==> src/rtl/core/morse_key_timing_decoder_unit_macros.svh <==
// Assertion helpers for the Morse key timing decoder.
`ifndef MORSE_KEY_TIMING_DECODER_UNIT_MACROS_SVH
`define MORSE_KEY_TIMING_DECODER_UNIT_MACROS_SVH

// Check a condition at every clock edge.
`define MKTD_ASSERT(lbl, cond, msg) \
  lbl: assert property (@(posedge clk_i) disable iff (!rst_ni) (cond)) else $error(msg);

// Check a consequence in the same cycle.
`define MKTD_ASSERT_IMPL(lbl, ante, cons, msg) \
  lbl: assert property (@(posedge clk_i) disable iff (!rst_ni) (ante) |-> (cons)) \
    else $error(msg);

// Check a consequence in the following cycle.
`define MKTD_ASSERT_NEXT(lbl, ante, cons, msg) \
  lbl: assert property (@(posedge clk_i) disable iff (!rst_ni) (ante) |=> (cons)) \
    else $error(msg);

`endif

==> src/rtl/core/mktd_pkg.sv <==
package mktd_pkg;

  localparam int unsigned CODE_CAPACITY_DEF = 8;
  localparam int unsigned DIT_W             = 10;
  localparam int unsigned DIT_MUL_W         = DIT_W + 3;
  localparam int unsigned TIME_W            = 31;
  localparam int unsigned CHAR_W            = 7;
  localparam int unsigned ADDR_W            = 3;
  localparam int unsigned DATA_W            = 32;
  localparam int unsigned MAX_CODE_LEN      = 6;

  localparam logic [DIT_W-1:0]  DIT_DEFAULT  = 10'd66;
  localparam logic [CHAR_W-1:0] CHAR_UNKNOWN = 7'd63;
  localparam logic [CHAR_W-1:0] CHAR_SPACE   = 7'd32;

  localparam logic REG_DIT_LENGTH = 1'b0;

  typedef enum logic [1:0] {
    REQ_KEY   = 2'd0,
    REQ_TICK  = 2'd1,
    REQ_CLEAR = 2'd2
  } req_kind_e;

  typedef struct packed {
    logic [CHAR_W-1:0] character;
    logic              last;
  } result_t;

  // Element k of the code is bit k of pat, 1 for a dash.
  function automatic logic [CHAR_W-1:0] code_lookup(input logic [5:0] pat,
                                                    input logic [2:0] len);
    logic [CHAR_W-1:0] ch;
    case ({len, pat})
      {3'd6, 6'd53}: ch = 7'd33;
      {3'd6, 6'd18}: ch = 7'd34;
      {3'd5, 6'd2}:  ch = 7'd38;
      {3'd6, 6'd30}: ch = 7'd39;
      {3'd5, 6'd13}: ch = 7'd40;
      {3'd6, 6'd45}: ch = 7'd41;
      {3'd5, 6'd10}: ch = 7'd43;
      {3'd6, 6'd51}: ch = 7'd44;
      {3'd6, 6'd33}: ch = 7'd45;
      {3'd6, 6'd42}: ch = 7'd46;
      {3'd5, 6'd9}:  ch = 7'd47;
      {3'd5, 6'd31}: ch = 7'd48;
      {3'd5, 6'd30}: ch = 7'd49;
      {3'd5, 6'd28}: ch = 7'd50;
      {3'd5, 6'd24}: ch = 7'd51;
      {3'd5, 6'd16}: ch = 7'd52;
      {3'd5, 6'd0}:  ch = 7'd53;
      {3'd5, 6'd1}:  ch = 7'd54;
      {3'd5, 6'd3}:  ch = 7'd55;
      {3'd5, 6'd7}:  ch = 7'd56;
      {3'd5, 6'd15}: ch = 7'd57;
      {3'd6, 6'd7}:  ch = 7'd58;
      {3'd6, 6'd21}: ch = 7'd59;
      {3'd5, 6'd17}: ch = 7'd61;
      {3'd6, 6'd12}: ch = 7'd63;
      {3'd6, 6'd22}: ch = 7'd64;
      {3'd2, 6'd2}:  ch = 7'd65;
      {3'd4, 6'd1}:  ch = 7'd66;
      {3'd4, 6'd5}:  ch = 7'd67;
      {3'd3, 6'd1}:  ch = 7'd68;
      {3'd1, 6'd0}:  ch = 7'd69;
      {3'd4, 6'd4}:  ch = 7'd70;
      {3'd3, 6'd3}:  ch = 7'd71;
      {3'd4, 6'd0}:  ch = 7'd72;
      {3'd2, 6'd0}:  ch = 7'd73;
      {3'd4, 6'd14}: ch = 7'd74;
      {3'd3, 6'd5}:  ch = 7'd75;
      {3'd4, 6'd2}:  ch = 7'd76;
      {3'd2, 6'd3}:  ch = 7'd77;
      {3'd2, 6'd1}:  ch = 7'd78;
      {3'd3, 6'd7}:  ch = 7'd79;
      {3'd4, 6'd6}:  ch = 7'd80;
      {3'd4, 6'd11}: ch = 7'd81;
      {3'd3, 6'd2}:  ch = 7'd82;
      {3'd3, 6'd0}:  ch = 7'd83;
      {3'd1, 6'd1}:  ch = 7'd84;
      {3'd3, 6'd4}:  ch = 7'd85;
      {3'd4, 6'd8}:  ch = 7'd86;
      {3'd3, 6'd6}:  ch = 7'd87;
      {3'd4, 6'd9}:  ch = 7'd88;
      {3'd4, 6'd13}: ch = 7'd89;
      {3'd4, 6'd3}:  ch = 7'd90;
      default:       ch = CHAR_UNKNOWN;
    endcase
    return ch;
  endfunction

endpackage

==> src/rtl/core/morse_key_timing_decoder_unit.sv <==
// Latency: a result is offered on the output the cycle after its input transfer.
// Throughput: one input item per cycle while the output is unstalled and each item
// yields at most one result; a word space and a character hold the next item until
// the two-entry buffer, draining one result per unstalled cycle, holds one result.
// Reset: asynchronous, active low; clears all timing and code state, empties the
// result buffer and sets the dit length to 66 ms.
module morse_key_timing_decoder_unit #(
  parameter int unsigned CODE_CAPACITY = mktd_pkg::CODE_CAPACITY_DEF
) (
  input  logic                          clk_i,
  input  logic                          rst_ni,
  input  logic                          in_valid_i,
  output logic                          in_stall_o,
  input  logic [1:0]                    req_type_i,
  input  logic                          key_down_i,
  input  logic [mktd_pkg::TIME_W-1:0]   time_ms_i,
  output logic                          out_valid_o,
  input  logic                          out_stall_i,
  output logic [mktd_pkg::CHAR_W-1:0]   character_o,
  output logic                          last_o,
  input  logic                          psel,
  input  logic                          penable,
  input  logic                          pwrite,
  input  logic [mktd_pkg::ADDR_W-1:0]   paddr,
  input  logic [mktd_pkg::DATA_W-1:0]   pwdata,
  output logic [mktd_pkg::DATA_W-1:0]   prdata,
  output logic                          pready
);
  import mktd_pkg::*;

  localparam int unsigned BITS_W = CODE_CAPACITY - 1;
  localparam int unsigned CNT_W  = $clog2(CODE_CAPACITY);

  logic [DIT_W-1:0]     dit_q;
  logic [DIT_MUL_W-1:0] dit2_q, dit3_q, dit7_q;
  logic [DIT_W-1:0]     dit_new;
  logic                 cfg_we;

  logic [TIME_W-1:0] press_time_q, press_time_d;
  logic [TIME_W-1:0] release_time_q, release_time_d;
  logic [TIME_W-1:0] latest_q, latest_d;
  logic              press_open_q, press_open_d;
  logic              release_open_q, release_open_d;
  logic [BITS_W-1:0] bits_q, bits_d;
  logic [CNT_W-1:0]  cnt_q, cnt_d;
  logic              space_q, space_d;

  result_t    buf_q [2];
  logic [1:0] fill_q;
  result_t    res0, res1;
  logic [1:0] res_n;

  logic              accept, drain;
  logic [TIME_W-1:0] t_clamp, gap, hold;
  logic              gap3, gap7, dash, gap_check, flush;
  logic [CHAR_W-1:0] code_char;

  assign cfg_we  = psel & penable & pwrite & (paddr[ADDR_W-1] == REG_DIT_LENGTH);
  assign dit_new = (pwdata[DIT_W-1:0] == '0) ? DIT_DEFAULT : pwdata[DIT_W-1:0];
  assign pready  = 1'b1;
  assign prdata  = (paddr[ADDR_W-1] == REG_DIT_LENGTH) ?
                   {{(DATA_W-DIT_W){1'b0}}, dit_q} : '0;

  always_ff @(posedge clk_i or negedge rst_ni) begin
    if (!rst_ni) begin
      dit_q  <= DIT_DEFAULT;
      dit2_q <= DIT_MUL_W'(DIT_DEFAULT) << 1;
      dit3_q <= (DIT_MUL_W'(DIT_DEFAULT) << 1) + DIT_MUL_W'(DIT_DEFAULT);
      dit7_q <= (DIT_MUL_W'(DIT_DEFAULT) << 3) - DIT_MUL_W'(DIT_DEFAULT);
    end else if (cfg_we) begin
      dit_q  <= dit_new;
      dit2_q <= DIT_MUL_W'(dit_new) << 1;
      dit3_q <= (DIT_MUL_W'(dit_new) << 1) + DIT_MUL_W'(dit_new);
      dit7_q <= (DIT_MUL_W'(dit_new) << 3) - DIT_MUL_W'(dit_new);
    end
  end

  assign out_valid_o = (fill_q != 2'd0);
  assign character_o = buf_q[0].character;
  assign last_o      = buf_q[0].last;
  assign drain       = out_valid_o & ~out_stall_i;
  assign in_stall_o  = (fill_q == 2'd2) | ((fill_q == 2'd1) & out_stall_i);
  assign accept      = in_valid_i & ~in_stall_o;

  assign t_clamp = (time_ms_i < latest_q) ? latest_q : time_ms_i;
  assign gap     = t_clamp - release_time_q;
  assign hold    = t_clamp - press_time_q;
  assign gap3    = gap >= TIME_W'(dit3_q);
  assign gap7    = gap >= TIME_W'(dit7_q);
  assign dash    = hold >= TIME_W'(dit2_q);

  assign code_char = (cnt_q > CNT_W'(MAX_CODE_LEN)) ? CHAR_UNKNOWN :
                     code_lookup(bits_q[5:0], cnt_q[2:0]);

  always_comb begin
    press_time_d   = press_time_q;
    release_time_d = release_time_q;
    latest_d       = latest_q;
    press_open_d   = press_open_q;
    release_open_d = release_open_q;
    bits_d         = bits_q;
    cnt_d          = cnt_q;
    gap_check      = 1'b0;
    case (req_type_i)
      REQ_KEY: begin
        latest_d = t_clamp;
        if (key_down_i) begin
          gap_check      = release_open_q;
          press_time_d   = t_clamp;
          press_open_d   = 1'b1;
          release_open_d = 1'b0;
        end else if (press_open_q) begin
          press_open_d   = 1'b0;
          release_time_d = t_clamp;
          release_open_d = 1'b1;
          if (cnt_q < CNT_W'(BITS_W)) begin
            bits_d = bits_q | (BITS_W'(dash) << cnt_q);
            cnt_d  = cnt_q + 1'b1;
          end
        end
      end
      REQ_TICK: begin
        latest_d  = t_clamp;
        gap_check = ~press_open_q & release_open_q;
      end
      REQ_CLEAR: begin
        latest_d       = t_clamp;
        bits_d         = '0;
        cnt_d          = '0;
        press_open_d   = 1'b0;
        release_open_d = 1'b0;
      end
      default: begin
      end
    endcase
    flush = gap_check & gap3 & (cnt_q != '0);
    if (flush) begin
      bits_d = '0;
      cnt_d  = '0;
    end
    space_d = (space_q & ~flush) | (gap_check & gap7);
  end

  always_comb begin
    res0  = '{character: code_char, last: 1'b1};
    res1  = '{character: code_char, last: 1'b1};
    res_n = 2'd0;
    if (flush) begin
      if (space_q) begin
        res0  = '{character: CHAR_SPACE, last: 1'b0};
        res_n = 2'd2;
      end else begin
        res_n = 2'd1;
      end
    end
  end

  always_ff @(posedge clk_i or negedge rst_ni) begin
    if (!rst_ni) begin
      press_time_q   <= '0;
      release_time_q <= '0;
      latest_q       <= '0;
      press_open_q   <= 1'b0;
      release_open_q <= 1'b0;
      bits_q         <= '0;
      cnt_q          <= '0;
      space_q        <= 1'b0;
    end else if (accept) begin
      press_time_q   <= press_time_d;
      release_time_q <= release_time_d;
      latest_q       <= latest_d;
      press_open_q   <= press_open_d;
      release_open_q <= release_open_d;
      bits_q         <= bits_d;
      cnt_q          <= cnt_d;
      space_q        <= space_d;
    end
  end

  always_ff @(posedge clk_i or negedge rst_ni) begin
    if (!rst_ni) begin
      fill_q <= 2'd0;
    end else if (accept) begin
      fill_q <= res_n;
    end else if (drain) begin
      fill_q <= fill_q - 2'd1;
    end
  end

  always_ff @(posedge clk_i) begin
    if (accept) begin
      buf_q[0] <= res0;
      buf_q[1] <= res1;
    end else if (drain) begin
      buf_q[0] <= buf_q[1];
    end
  end

`include "morse_key_timing_decoder_unit_macros.svh"

  `MKTD_ASSERT(a_open_excl, !(press_open_q && release_open_q), "press and release both open")
  `MKTD_ASSERT_IMPL(a_accept_room, accept, (fill_q == 2'd0) || ((fill_q == 2'd1) && drain), "transfer with results still held")
  `MKTD_ASSERT_IMPL(a_space_first, out_valid_o && !last_o, (fill_q == 2'd2) && buf_q[1].last, "word space without character")
  `MKTD_ASSERT_NEXT(a_dit_zero, cfg_we && (pwdata[DIT_W-1:0] == '0), dit_q == DIT_DEFAULT, "zero dit length not replaced")

endmodule

==> config.mk <==
export PLATFORM = sky130hd
export DESIGN_NAME = morse_key_timing_decoder_unit
export DESIGN_NICKNAME = d
export VERILOG_FILES = /design/src/rtl/core/mktd_pkg.sv /design/src/rtl/core/morse_key_timing_decoder_unit.sv
export VERILOG_INCLUDE_DIRS = /design/src /design/src/rtl/core
export SDC_FILE = /design/constraint.sdc
export NUM_CORES = 1
export LEC_CHECK = 0
export BUFFER_PORTS_ARGS = -buffer_cell sky130_fd_sc_hd__buf_2
export CAP_MARGIN = 20
export CORE_ASPECT_RATIO = 1.5
export CORE_MARGIN = 8
export CORE_UTILIZATION = 49
export CTS_CLUSTER_DIAMETER = 80
export CTS_CLUSTER_SIZE = 16
export DETAILED_ROUTE_END_ITERATION = 10
export HOLD_SLACK_MARGIN = 0.05
export MAX_ROUTING_LAYER = met4
export PLACE_DENSITY = 0.68
export SLEW_MARGIN = 20
export SYNTH_ARGS = -nofsm -noshare
export SYNTH_HDL_FRONTEND = slang
export SYNTH_SLANG_ARGS = --single-unit
export TNS_END_PERCENT = 1
==> constraint.sdc <==
create_clock -name clk_i -period 15.25 [get_ports clk_i]
set_clock_uncertainty 0.15 [all_clocks]
set_input_delay 3.8125 -clock clk_i [delete_from_list [all_inputs] [get_ports clk_i]]
set_output_delay 3.8125 -clock clk_i [all_outputs]
set_load 0.02 [all_outputs]
==> flow_summary.ini <==
[outcome]
status = completed

[yosys]
synth_area_mm2 = 0.0139
synthCells = 1765
ys_warn_count = 0
async_flop_share_pct = 90.3
synth_seq_area_share_pct = 28.3
synth_seq_cells = 154
synth_ff_type = dfrtp_1
ys_types = 87
synth_edf_count = 15
syn_avg_cell_area_um2 = 7.89

[die]
die_w_um = 154
core_area_mm2 = 0.0280
start_util_pct = 49.8
die_area_mm2 = 0.0342
num_rows = 75
die_y_um = 222
ios = 119

[clocking]
ctsLongestPathBuffers = 2
post_cts_buffers = 0
cts_num_sinks = 154
post_cts_resize_count = 0
root_buffer = clkbuf_16
cts.reportedPaths.clkPinSlew_ns = 0.07
worstSkewPairLatency_ns = 0.46
h-tree-depth = 4
cts_tree = built
cts_hold_buf = 0
cts_made_buffers = 17

[grt]
grtUsageTotal_pct = 22.4
grt_max_degree = 94
grt_pass1_vias = 12300
grt_overflow = 0
grt_pass1_wl_mm = 60.6
antenna_found_initial = 0

[worst_setup_path]
crit_type = input port to flop
critPathArrivalTime_ns = 10.87
max_stage_delay_ns = 0.76
critPathLaunchType = input port
crit_slowest_cell = o41ai_1
crit_fanout = 15
cp.required_ns = 15.31
end_kind = flop

[sta]
setup_viol = 0
worst_slew_pin_slew_ns = 1.03
hold_viol = 0
fin_hold_ws_ns = 0.330
fin_crit_sh_pct = 70.9
finalCriticalPeriod_ns = 10.81
max_freq_mhz = 92.5
rsz0062_at_grt = false
slew_violations = 0
finalSetupTns_ns = 0
relSlewSlack_pct = 30.6

[placed_design]
hpwl_mm = 29.0
place.port_buffers = 71
globalplace.congestion = 0.939

[cells_and_area]
drive_gt1_share_pct = 8.95
nFillCells = 2713
fin_nets = 2015
num_antenna_cells = 0
areaGrowthSynthToFinish_pct = 7.57

[drt]
drtIter0Drc = 722
detail_route.first_pass.iterations = 5
drc = 0
viasPerCell = 5.79
routed_wl_mm = 36.7
num_vias = 12400
routedWlPerCell_um = 17.1
final_antenna_net_count = 0

[power_and_ir_drop]
leakage_nw = 7.05
finalPower_mw = 3.98
p_per_area_mw_per_mm2 = 266
vdd_drop_max_uv = 214

[worst_hold_path]
hp-class = flop to flop

[run]
max_cap_violations = 0
[through the flow]
stage               area, um^2  utilization, %  setup WS, ns  cells
floorplan                14000               -          5.40   1786
global placement         14400            51.4          4.22   2111
detailed placement       14400            51.4          4.16   2111
CTS                      15000            53.5          4.53   2143
global route             15000            53.6          4.00   2144
finish                   15000            53.6          4.44   2144
[cells in the final DEF (no fill, tap or decap), types with 30 or more instances in the layout]
master / netlist / layout
nand2_1: 240 / 239
inv_1: 206 / 206
o21ai_0: 192 / 192
ha_1: 151 / 151
dfrtp_1: 128 / 128
a21oi_1: 122 / 121
nor2_1: 83 / 83
buf_2: 5 / 70
mux2i_1: 41 / 41
nand3_1: 35 / 34
xnor2_1: 33 / 33
a21o_1: 30 / 30
[cell usage after synthesis, types with 16 or more instances]
master / n / area, um^2
xor2_1: 26 / 228
buf_4: 26 / 195
clkbuf_1: 64 / 240
nor2_1: 83 / 312
o211ai_1: 16 / 120
ha_1: 151 / 1890
a211oi_1: 23 / 173
dfrtp_1: 128 / 3200
nand3_1: 35 / 175
mux2i_1: 41 / 410
nand4_1: 22 / 138
xnor2_1: 33 / 289
inv_1: 206 / 773
a21oi_1: 122 / 611
nor3_1: 26 / 130
nand2_1: 240 / 901
a21o_1: 30 / 225
o21ai_0: 192 / 961
[state kept, by name, summed over array words and instances, names as in the netlist]
register	flops
press_open_q	1
release_time_q	31
dit_q	10
buf_q	15
fill_q	2
release_open_q	1
dit3_q	10
space_q	1
bits_q	6
cnt_q	3
press_time_q	31
latest_q	31
dit7_q	12
[logic make-up after synthesis]
group,count (synthesis),synth area share [%]
other cells,2,0.0539
mux,48,3.51
buf+inv,308,9.21
fa+ha+maj,154,14.0
simple gates,518,17.7
flops,154,28.3
xor+xnor,59,3.71
compound gates,522,23.4
[worst paths after layout]
kind / from / to / slack (ns) / cells after the start
worst max-delay path: time_ms_i[6] / buf_q[0][6] / 4.44 / 28
worst max register to register: latest_q[6] / buf_q[0][6] / 7.49 / 28
min in group asynchronous: rst_ni / dit_q[3] / 3.26 / 1
max in group asynchronous: rst_ni / release_time_q[24] / 10.54 / 2
worst min register to register: dit7_q[8] / dit7_q[8] / 0.33 / 2
worst min-delay path: dit7_q[8] / dit7_q[8] / 0.33 / 2
[power breakdown]
part	switching [mW]	total, mW	internal [mW]
combinational	1.75	2.87	1.12
sequential	0.111	0.687	0.576
clock	0.201	0.427	0.226
[worst max-delay path, delay by kind of cell]
| kind | cells | cell delay (ns) |
|---|---|---|
| xor gates and xnor gates | 1 | 0.14 |
| and+or+nand+nor | 6 | 1.55 |
| muxes | 1 | 0.41 |
| buffers and inverters | 2 | 0.32 |
| AOI/OAI and AO/OA | 15 | 3.79 |
| adders and majority gates | 3 | 0.82 |
[area by class of cell]
cell class,count,area [um^2],area share [%]
well taps,346,433,2.89
multi-input cells,1324,8800,58.7
inverters,207,777,5.19
clock inverters,13,125,0.835
flip-flops and latches,154,3940,26.3
clock buffers,19,454,3.03
repair buffers,81,449,3.00
[metal layers]
metal	vias to the layer above	share of wire (%)	GRT usage, %
met2	260	52	39.7
met1	5855	42	24.2
met3	84	3.0	3.23
met5	-	0	-
met4	0	3.8	10.2
li1	6214	-	-
Note: power is estimated with default switching activity, not from simulation.
